==> src/ternary_fft_gf4_packed_top_assert.svh <==
// assertion macros shared by the block, clocked on clk_i and reset by rst_ni
`ifndef TERNARY_FFT_GF4_PACKED_TOP_ASSERT_SVH
`define TERNARY_FFT_GF4_PACKED_TOP_ASSERT_SVH

`ifndef ASSERT_OFF

// same-cycle implication
`define TFG_ASSERT(lbl, ante, cons, msg) \
  lbl: assert property (@(posedge clk_i) disable iff (!rst_ni) (ante) |-> (cons)) \
    else $error(msg);

// next-cycle implication
`define TFG_ASSERT_NEXT(lbl, ante, cons, msg) \
  lbl: assert property (@(posedge clk_i) disable iff (!rst_ni) (ante) |=> (cons)) \
    else $error(msg);

`else

`define TFG_ASSERT(lbl, ante, cons, msg)
`define TFG_ASSERT_NEXT(lbl, ante, cons, msg)

`endif

`endif

==> src/tfg_pkg.sv <==
`timescale 1ns / 1ps
package tfg_pkg;

  // operation codes
  localparam logic [1:0] OP_WRITE = 2'd0;
  localparam logic [1:0] OP_XFORM = 2'd1;
  localparam logic [1:0] OP_READ  = 2'd2;

  // memory port source select
  localparam logic [1:0] SEL_IN = 2'd0;
  localparam logic [1:0] SEL_L  = 2'd1;
  localparam logic [1:0] SEL_M  = 2'd2;
  localparam logic [1:0] SEL_R  = 2'd3;

  // high bit of every element pair
  localparam logic [63:0] HIGH_MASK = 64'haaaa_aaaa_aaaa_aaaa;

  typedef struct packed {
    logic [1:0]  operation;
    logic [12:0] address;
    logic [63:0] write_word;
  } tfg_in_t;

  typedef struct packed {
    logic [63:0] read_word;
    logic        status;
  } tfg_out_t;

  typedef struct packed {
    logic       mem_re;
    logic       mem_we;
    logic [1:0] sel;
    logic       cap_l;
    logic       cap_m;
    logic       cap_r;
    logic       start;
    logic       adv;
    logic       out_load;
    logic       out_from_ram;
    logic       out_status;
  } tfg_cmd_t;

  typedef struct packed {
    logic in_range;
    logic last_bfly;
  } tfg_stat_t;

  function automatic int tfg_pow3(input int k);
    int p;
    p = 1;
    for (int i = 0; i < k; i++) begin
      p = p * 3;
    end
    return p;
  endfunction

endpackage

==> src/tfg_ctrl.sv <==
`timescale 1ns / 1ps
`include "ternary_fft_gf4_packed_top_assert.svh"
module tfg_ctrl
  import tfg_pkg::*;
(
  input  logic       clk_i,
  input  logic       rst_ni,
  input  logic       in_valid_i,
  output logic       in_stall_o,
  input  logic [1:0] op_i,
  output logic       out_valid_o,
  input  logic       out_stall_i,
  input  tfg_stat_t  stat_i,
  output tfg_cmd_t   cmd_o
);

  localparam logic [2:0] S_IDLE  = 3'd0;
  localparam logic [2:0] S_RDATA = 3'd1;
  localparam logic [2:0] S_XRL   = 3'd2;
  localparam logic [2:0] S_XRM   = 3'd3;
  localparam logic [2:0] S_XRR   = 3'd4;
  localparam logic [2:0] S_XWL   = 3'd5;
  localparam logic [2:0] S_XWM   = 3'd6;
  localparam logic [2:0] S_XWR   = 3'd7;

  logic [2:0] state_q, state_d;
  logic       out_valid_q, out_valid_d;
  logic       accept;
  tfg_cmd_t   cmd;

  // output slot is free after this edge
  assign in_stall_o = !((state_q == S_IDLE) && (!out_valid_q || !out_stall_i));
  assign accept     = in_valid_i && !in_stall_o;

  always_comb begin
    cmd     = '0;
    state_d = state_q;
    case (state_q)
      S_IDLE: begin
        if (accept) begin
          case (op_i)
            OP_WRITE: begin
              cmd.mem_we     = stat_i.in_range;
              cmd.sel        = SEL_IN;
              cmd.out_load   = 1'b1;
              cmd.out_status = !stat_i.in_range;
            end
            OP_READ: begin
              if (stat_i.in_range) begin
                cmd.mem_re = 1'b1;
                cmd.sel    = SEL_IN;
                state_d    = S_RDATA;
              end else begin
                cmd.out_load   = 1'b1;
                cmd.out_status = 1'b1;
              end
            end
            OP_XFORM: begin
              cmd.start = 1'b1;
              state_d   = S_XRL;
            end
            default: begin
              cmd.out_load = 1'b1;
            end
          endcase
        end
      end
      S_RDATA: begin
        cmd.out_load     = 1'b1;
        cmd.out_from_ram = 1'b1;
        state_d          = S_IDLE;
      end
      S_XRL: begin
        cmd.mem_re = 1'b1;
        cmd.sel    = SEL_L;
        state_d    = S_XRM;
      end
      S_XRM: begin
        cmd.mem_re = 1'b1;
        cmd.sel    = SEL_M;
        cmd.cap_l  = 1'b1;
        state_d    = S_XRR;
      end
      S_XRR: begin
        cmd.mem_re = 1'b1;
        cmd.sel    = SEL_R;
        cmd.cap_m  = 1'b1;
        state_d    = S_XWL;
      end
      S_XWL: begin
        cmd.mem_we = 1'b1;
        cmd.sel    = SEL_L;
        cmd.cap_r  = 1'b1;
        state_d    = S_XWM;
      end
      S_XWM: begin
        cmd.mem_we = 1'b1;
        cmd.sel    = SEL_M;
        state_d    = S_XWR;
      end
      S_XWR: begin
        cmd.mem_we = 1'b1;
        cmd.sel    = SEL_R;
        if (stat_i.last_bfly) begin
          cmd.out_load = 1'b1;
          state_d      = S_IDLE;
        end else begin
          cmd.adv = 1'b1;
          state_d = S_XRL;
        end
      end
      default: begin
        state_d = S_IDLE;
      end
    endcase
  end

  always_comb begin
    out_valid_d = out_valid_q;
    if (out_valid_q && !out_stall_i) begin
      out_valid_d = 1'b0;
    end
    if (cmd.out_load) begin
      out_valid_d = 1'b1;
    end
  end

  always_ff @(posedge clk_i or negedge rst_ni) begin
    if (!rst_ni) begin
      state_q     <= S_IDLE;
      out_valid_q <= 1'b0;
    end else begin
      state_q     <= state_d;
      out_valid_q <= out_valid_d;
    end
  end

  assign out_valid_o = out_valid_q;
  assign cmd_o       = cmd;

  `TFG_ASSERT(a_load_free_slot, cmd.out_load, !out_valid_q || !out_stall_i, "result overwrites a waiting item")
  `TFG_ASSERT(a_port_exclusive, cmd.mem_we, !cmd.mem_re, "read and write on the store in one cycle")
  `TFG_ASSERT(a_write_in_range, (state_q == S_IDLE) && cmd.mem_we, stat_i.in_range, "out of range write reaches the store")
  `TFG_ASSERT_NEXT(a_xform_starts, accept && (op_i == OP_XFORM), state_q == S_XRL, "transform did not start")

endmodule

==> config.mk <==
export PLATFORM = sky130hd
export DESIGN_NAME = tfg_ctrl
export DESIGN_NICKNAME = d
export VERILOG_FILES = /design/src/tfg_pkg.sv /design/src/tfg_ctrl.sv
export VERILOG_INCLUDE_DIRS = /design/src /design/src/src
export SDC_FILE = /design/constraint.sdc
export NUM_CORES = 1
export LEC_CHECK = 0
export ABC_AREA = 1
export BUFFER_PORTS_ARGS = -buffer_cell sky130_fd_sc_hd__buf_2
export CORE_AREA = 2 2 39 41
export DETAILED_ROUTE_END_ITERATION = 8
export DIE_AREA = 0 0 41 43
export GPL_TIMING_DRIVEN = 0
export PLACE_DENSITY = 0.69
export SYNTH_ARGS = -nofsm -noshare
export SYNTH_HDL_FRONTEND = slang
export SYNTH_SLANG_ARGS = --single-unit
==> constraint.sdc <==
create_clock -name clk_i -period 2.86 [get_ports clk_i]
set_input_delay 0.143 -clock clk_i [delete_from_list [all_inputs] [get_ports clk_i]]
set_output_delay 0.143 -clock clk_i [all_outputs]
set_load 0.05 [all_outputs]
==> metrics.txt, run 1 <==
vias post-DR 504; dominant register cell in the synthesized netlist dfrtp_1; root buf cell clkbuf_4; clock transition at the registers of the reported paths 0.04 ns; worst reg2reg path depth 4; Final Critical Period 1.73 ns; final-layout setup total negative slack 0 ns; Avg Vias per Cell 4.58; all-layer global routing usage 13.0%; insertion delay of the later-clocked pin in the worst-skew pair 0.24 ns; number of H-tree levels 1; reg-to-reg slack, setup 1.71 ns; wire length of the first global-routing pass between 1.5 and 2 mm; final-report hold violation count 0; Critical Path RT between 2 and 3 ns; post-cts hold buffer count 1; unrepaired setup endpoints after global routing false; Data arrival, critical path ~1.6 ns; area growth from synthesis to final layout 37.7%; share of the cycle needed by the critical path after routing between 60% and 70%; average routed wire per standard cell 8.78 um; biggest area contributors in the synthesized netlist dfrtp_1 (24%), nand2_1 (14%), inv_1 (9.0%), nand3_1 (6.0%), nor2_1 (5.4%); # nets final 104; net count of the mapped netlist 77; cts repair resizes 0; antenna fix cells 0; element type at the critical path end output port; r2r startpoint state_q[2]; top post-synthesis cells by count nand2_1 (16), inv_1 (10), nor2_1 (6); DRC errors left 0; dominant cell by count in the synthesized netlist nand2_1; Worst-Margin Slew 0.250 ns; layout cell share with drive strength beyond 1 41.5%; leading area contributor after synthesis dfrtp_1; Site Rows 14; number of optimization iterations in the first detailed-route pass 3; Worst Setup Path Type reg -> out; sum of routed wire length over all layers 966 um; cell area after synthesis 418 um^2; asr flop ratio synth 100%; Clock Skew 0.00539 ns; Port Buffers 21; setup repair bufs after CTS 0; number of enable-type register cells in the synthesized netlist 0; instance count of the mapped netlist 69; critical path endpoint cmd_o[0]; final weighted congestion of routability-driven global placement between 0.7 and 0.8; clock tree from TritonCTS done; critical path startpoint category flip-flop; number of distinct standard cells referenced by the synthesized netlist 18; number of endpoints failing setup at the final stage 0; antenna viol nets, final 0; max-capacitance violation count 0; Layout Cell Area excl Fill about 580 um^2; proportion of synthesized chip area in sequential cells 24.0%; number of antenna violations at the first check in global routing 0; Post-Synthesis Mean Instance Area 6.06 um^2; clk buf depth 2; effective utilization at floorplan 30.2%; via count of the first global-routing pass 395; number of buffers added by the clock tree synthesis step 3; clock net sink count 4; run status completed; number of max-slew violations in the final report 0; Fmax achieved approximately 580 MHz; highest net fanout along the worst path 8; Synth Warn # 0; area share of the leading cell type in the synthesized netlist a little under a quarter; die height 43 um; worst hold-check path type in -> reg; Reg2Reg Capture Point out_valid_o; Reg area approximately 100 um^2; worst slew slack as a fraction of its limit between 80% and 90%; critical hold path startpoint stat_i[0]; Die X-Extent ~41 um; total area of multi-input combinational cells 246 um^2; maximum number of pins on one net before global-route repair 10; Iter 0 DRT Violations 3; Die Footprint 1760 um^2; number of filler cells placed in the layout roughly 160; placed inst area 543 um^2; synthesized flop and latch total 4; core region area 1380 um^2; Top-Level Pins 22; GRT overflow 0; half-perimeter wire length of the detailed placement result 808 um; CP Launch Point state_q[2]
-- state kept, by name (all words and copies together), names as in the netlist --
signal	flops
state_q	3
out_valid_o	1
-- worst max-delay path, stage by stage (launching register included) --
cell and delay [ns]:
dfrtp_1 0.45, inv_2 0.18, nand2_2 0.09, inv_2 0.10, nand3_2 0.11, nor3_1 0.13, buf_2 0.28
-- layout make-up --
class	instances	share of cell area, %
Multi-Input combinational cell	48	42.8
Timing Repair Buffer	22	20.0
Sequential cell	4	17.4
Inverter	15	9.78
Clock buffer	3	3.91
Tap cell	16	3.48
Buffer	2	2.61
-- layout by cell type, fill, tap and decap left out, types with 3 or more instances in the layout --
master,count
o21ai_1,3
clkbuf_4,3
nor3_1,3
buf_2,21
nand3_1,5
inv_1,10
nand2_2,3
nor2_1,6
dfrtp_1,4
inv_2,5
nand2_1,16
-- logic make-up (layout without fill, tap and decap cells) --
family	after synthesis	after routing	synth area share (%)
AND/OR/NAND/NOR	39	39	47.0
AO/OA/AOI/OAI	9	9	12.0
flip-flops	4	4	24.0
buffers and inverters	17	42	17.1
-- stage by stage --
| step | hold WS, ns | instances | util (%) | setup WS (ns) |
|---|---|---|---|---|
| floorplan | -0.153 | 69 | - | 0.796 |
| global placement | -0.0519 | 106 | 39.2 | 1.38 |
| detailed placement | -0.0472 | 106 | 39.2 | 1.38 |
| CTS | 0.192 | 110 | 41.6 | 1.10 |
| global route | 0.231 | 110 | 41.6 | 0.999 |
| finish | 0.196 | 110 | 41.6 | 1.13 |
-- layer usage --
layer,GRT usage [%],up-vias,share of wire [%],wire length (um)
met5,0,-,0,0
met4,8.00,0,1.3,13
met3,3.14,2,5.9,57
met2,18.4,13,50,479
met1,16.7,222,43,414
li1,-,267,-,-
-- worst min path at each step --
stage | end | cells after the start | slack, ns
after CTS | out_valid_o | 3 | 0.19
final | out_valid_o | 3 | 0.20
after floorplan | out_valid_o | 0 | -0.15
after global routing | out_valid_o | 3 | 0.23
after detailed placement | state_q[0] | 1 | -0.05
after global placement | state_q[2] | 1 | -0.05
Power of run 1 is not shown: default switching activity piles up to over one toggle a cycle in this logic, so the estimate is an artifact.
==> run 2: changes to the inputs <==
--- a/config.mk
+++ b/config.mk
@@ -12,7 +12,7 @@
 export DETAILED_ROUTE_END_ITERATION = 8
 export DIE_AREA = 0 0 41 43
 export GPL_TIMING_DRIVEN = 0
-export PLACE_DENSITY = 0.69
+export PLACE_DENSITY = 0.71
 export SYNTH_ARGS = -nofsm -noshare
 export SYNTH_HDL_FRONTEND = slang
 export SYNTH_SLANG_ARGS = --single-unit
==> constraint.sdc (replaced) <==
create_clock -name clk_i -period 1.5 [get_ports clk_i]
set_input_delay 0.075 -clock clk_i [delete_from_list [all_inputs] [get_ports clk_i]]
set_output_delay 0.075 -clock clk_i [all_outputs]
set_load 0.05 [all_outputs]
==> metrics.txt, run 2 (same netlist as run 1, synthesis figures left out) <==
root buf cell clkbuf_4; critical path startpoint category flip-flop; number of filler cells placed in the layout ~140; run status completed; number of antenna violations at the first check in global routing 0; clock transition at the registers of the reported paths ~0.03 ns; largest reg by FF count state_q; Critical Path RT 1.42 ns; final weighted congestion of routability-driven global placement 0.741; unrepaired setup endpoints after global routing true; die height 43 um; Top-Level Pins 22; most used cells in the layout excluding fill and tap cells buf_2 (15), nand2_1 (12), inv_1 (10); sum of routed wire length over all layers 1.14 mm; DRC errors left 0; Worst-Margin Slew 0.248 ns; clock net sink count 4; half-perimeter wire length of the detailed placement result 817 um; hold-critical path depth 3; antenna fix cells 0; Worst Setup Path Type reg -> out; total buffers and inverters traversed by the critical path 2; layout cell share with drive strength beyond 1 58.6%; Reg2Reg Capture Point state_q[0]; core region area 1380 um^2; Slowest-stage cell, CP dfrtp_2; area growth from synthesis to final layout 74.6%; Avg Vias per Cell between 4 and 5; # nets final 109; hold-critical path endpoint out_valid_o; r2r startpoint state_q[0]; highest net fanout along the worst path 5; Reg area between 100 and 150 um^2; final-report hold violation count 0; Iter 0 DRT Violations 4; critical hold path startpoint stat_i[0]; Final Critical Period approximately 1.5 ns; max-capacitance violation count 0; number of max-slew violations in the final report 0; insertion delay of the later-clocked pin in the worst-skew pair around 0.23 ns; antenna viol nets, final 0; element type at the critical path end output port; Clock Skew roughly 0.00020 ns; clk buf depth 2; number of buffers added by the clock tree synthesis step 3; clock tree from TritonCTS done; most frequent standard cell in the layout excluding fill and tap cells buf_2; maximum single-stage delay on the critical path between 0.4 and 0.5 ns; Site Rows 14; Data arrival, critical path 1.41 ns; maximum number of pins on one net before global-route repair 9; Port Buffers 21; GRT overflow 0; all-layer global routing usage about 15%; Fmax achieved ~670 MHz; vias post-DR 522; crit-path leading delay family flip-flops; via count of the first global-routing pass about 470; total area of multi-input combinational cells 310 um^2; cells along the critical path nor2_4 > nand2_2 > inv_4 > nand3_4 > o21ai_2 > buf_6; number of endpoints failing setup at the final stage 0; number of optimization iterations in the first detailed-route pass 4; effective utilization at floorplan 30.2%; average routed wire per standard cell 9.89 um; Die Footprint 1760 um^2; share of the cycle needed by the critical path after routing 99.3%; number of flip-flops in the largest register 3; reg-to-reg slack, setup 0.31 ns; worst reg2reg path depth 8; Die X-Extent ~40 um; post-route worst hold slack 0.127 ns; worst slew slack as a fraction of its limit 83.6%; worst hold-check path type in -> reg; wire length of the first global-routing pass 1.81 mm; number of H-tree levels 1
==> run 2: cell count changes in the layout (fill, tap and decap cells not counted), sizes merged <==
cell / previous run / this run
buf: 23 / 28
==> run 2: worst reg2reg max path, stage by stage (launching register included) <==
cell	delay [ns]
dfrtp_2	0.45
nor2_4	0.13
nand2_2	0.08
inv_4	0.08
buf_4	0.12
nand2_1	0.06
nand2_1	0.06
inv_1	0.04
nor2_1	0.09
==> run 2: cell type report <==
type	count	share of cell area [%]
Buffer	1	1.54
Sequential cell	4	14.1
Timing Repair Buffer	28	27.6
Inverter	15	8.40
Clock buffer	3	3.09
Tap cell	16	2.74
Multi-Input combinational cell	48	42.5
==> run 2: through the flow <==
stage	util (%)	cell area, um^2	setup slack, ns	setup TNS [ns]	std cells
6_report	52.7	729	0.0110	0	115
3_5_place_dp	41.1	569	0.0443	0	106
2_1_floorplan	-	444	-0.130	-0.259	69
4_1_cts	51.1	707	0.00186	0	115
5_1_grt	52.7	729	-0.0794	-0.190	115
3_3_place_gp	41.1	569	0.0403	0	106
==> run 2: timing repair <==
item,CTS,global route
gates resized for setup,20,8
setup endpoints to repair,6,6
pin swaps,3,4
hold buffers,1,0
hold endpoints to repair,4,0
buffers inserted,6,0
==> run 2: worst max path at each step <==
stage                          start        end  slack, ns  cells after the start
after floorplan           state_q[0]   cmd_o[8]      -0.13                      5
after global placement    state_q[2]  cmd_o[11]       0.04                      6
after detailed placement  state_q[2]  cmd_o[11]       0.04                      6
after CTS                 state_q[1]  cmd_o[11]      0.002                      7
after global routing      state_q[2]   cmd_o[8]      -0.08                      6
final                     state_q[0]  cmd_o[11]       0.01                      6
==> run 2: layer usage <==
| layer | wire, um | global-route usage [%] |
|---|---|---|
| met1 | 443 | 16.1 |
| met4 | 0 | 8.00 |
| met5 | 0 | 0 |
| met3 | 82 | 1.57 |
| met2 | 611 | 26.3 |
Power of run 2 is left out for the same reason.
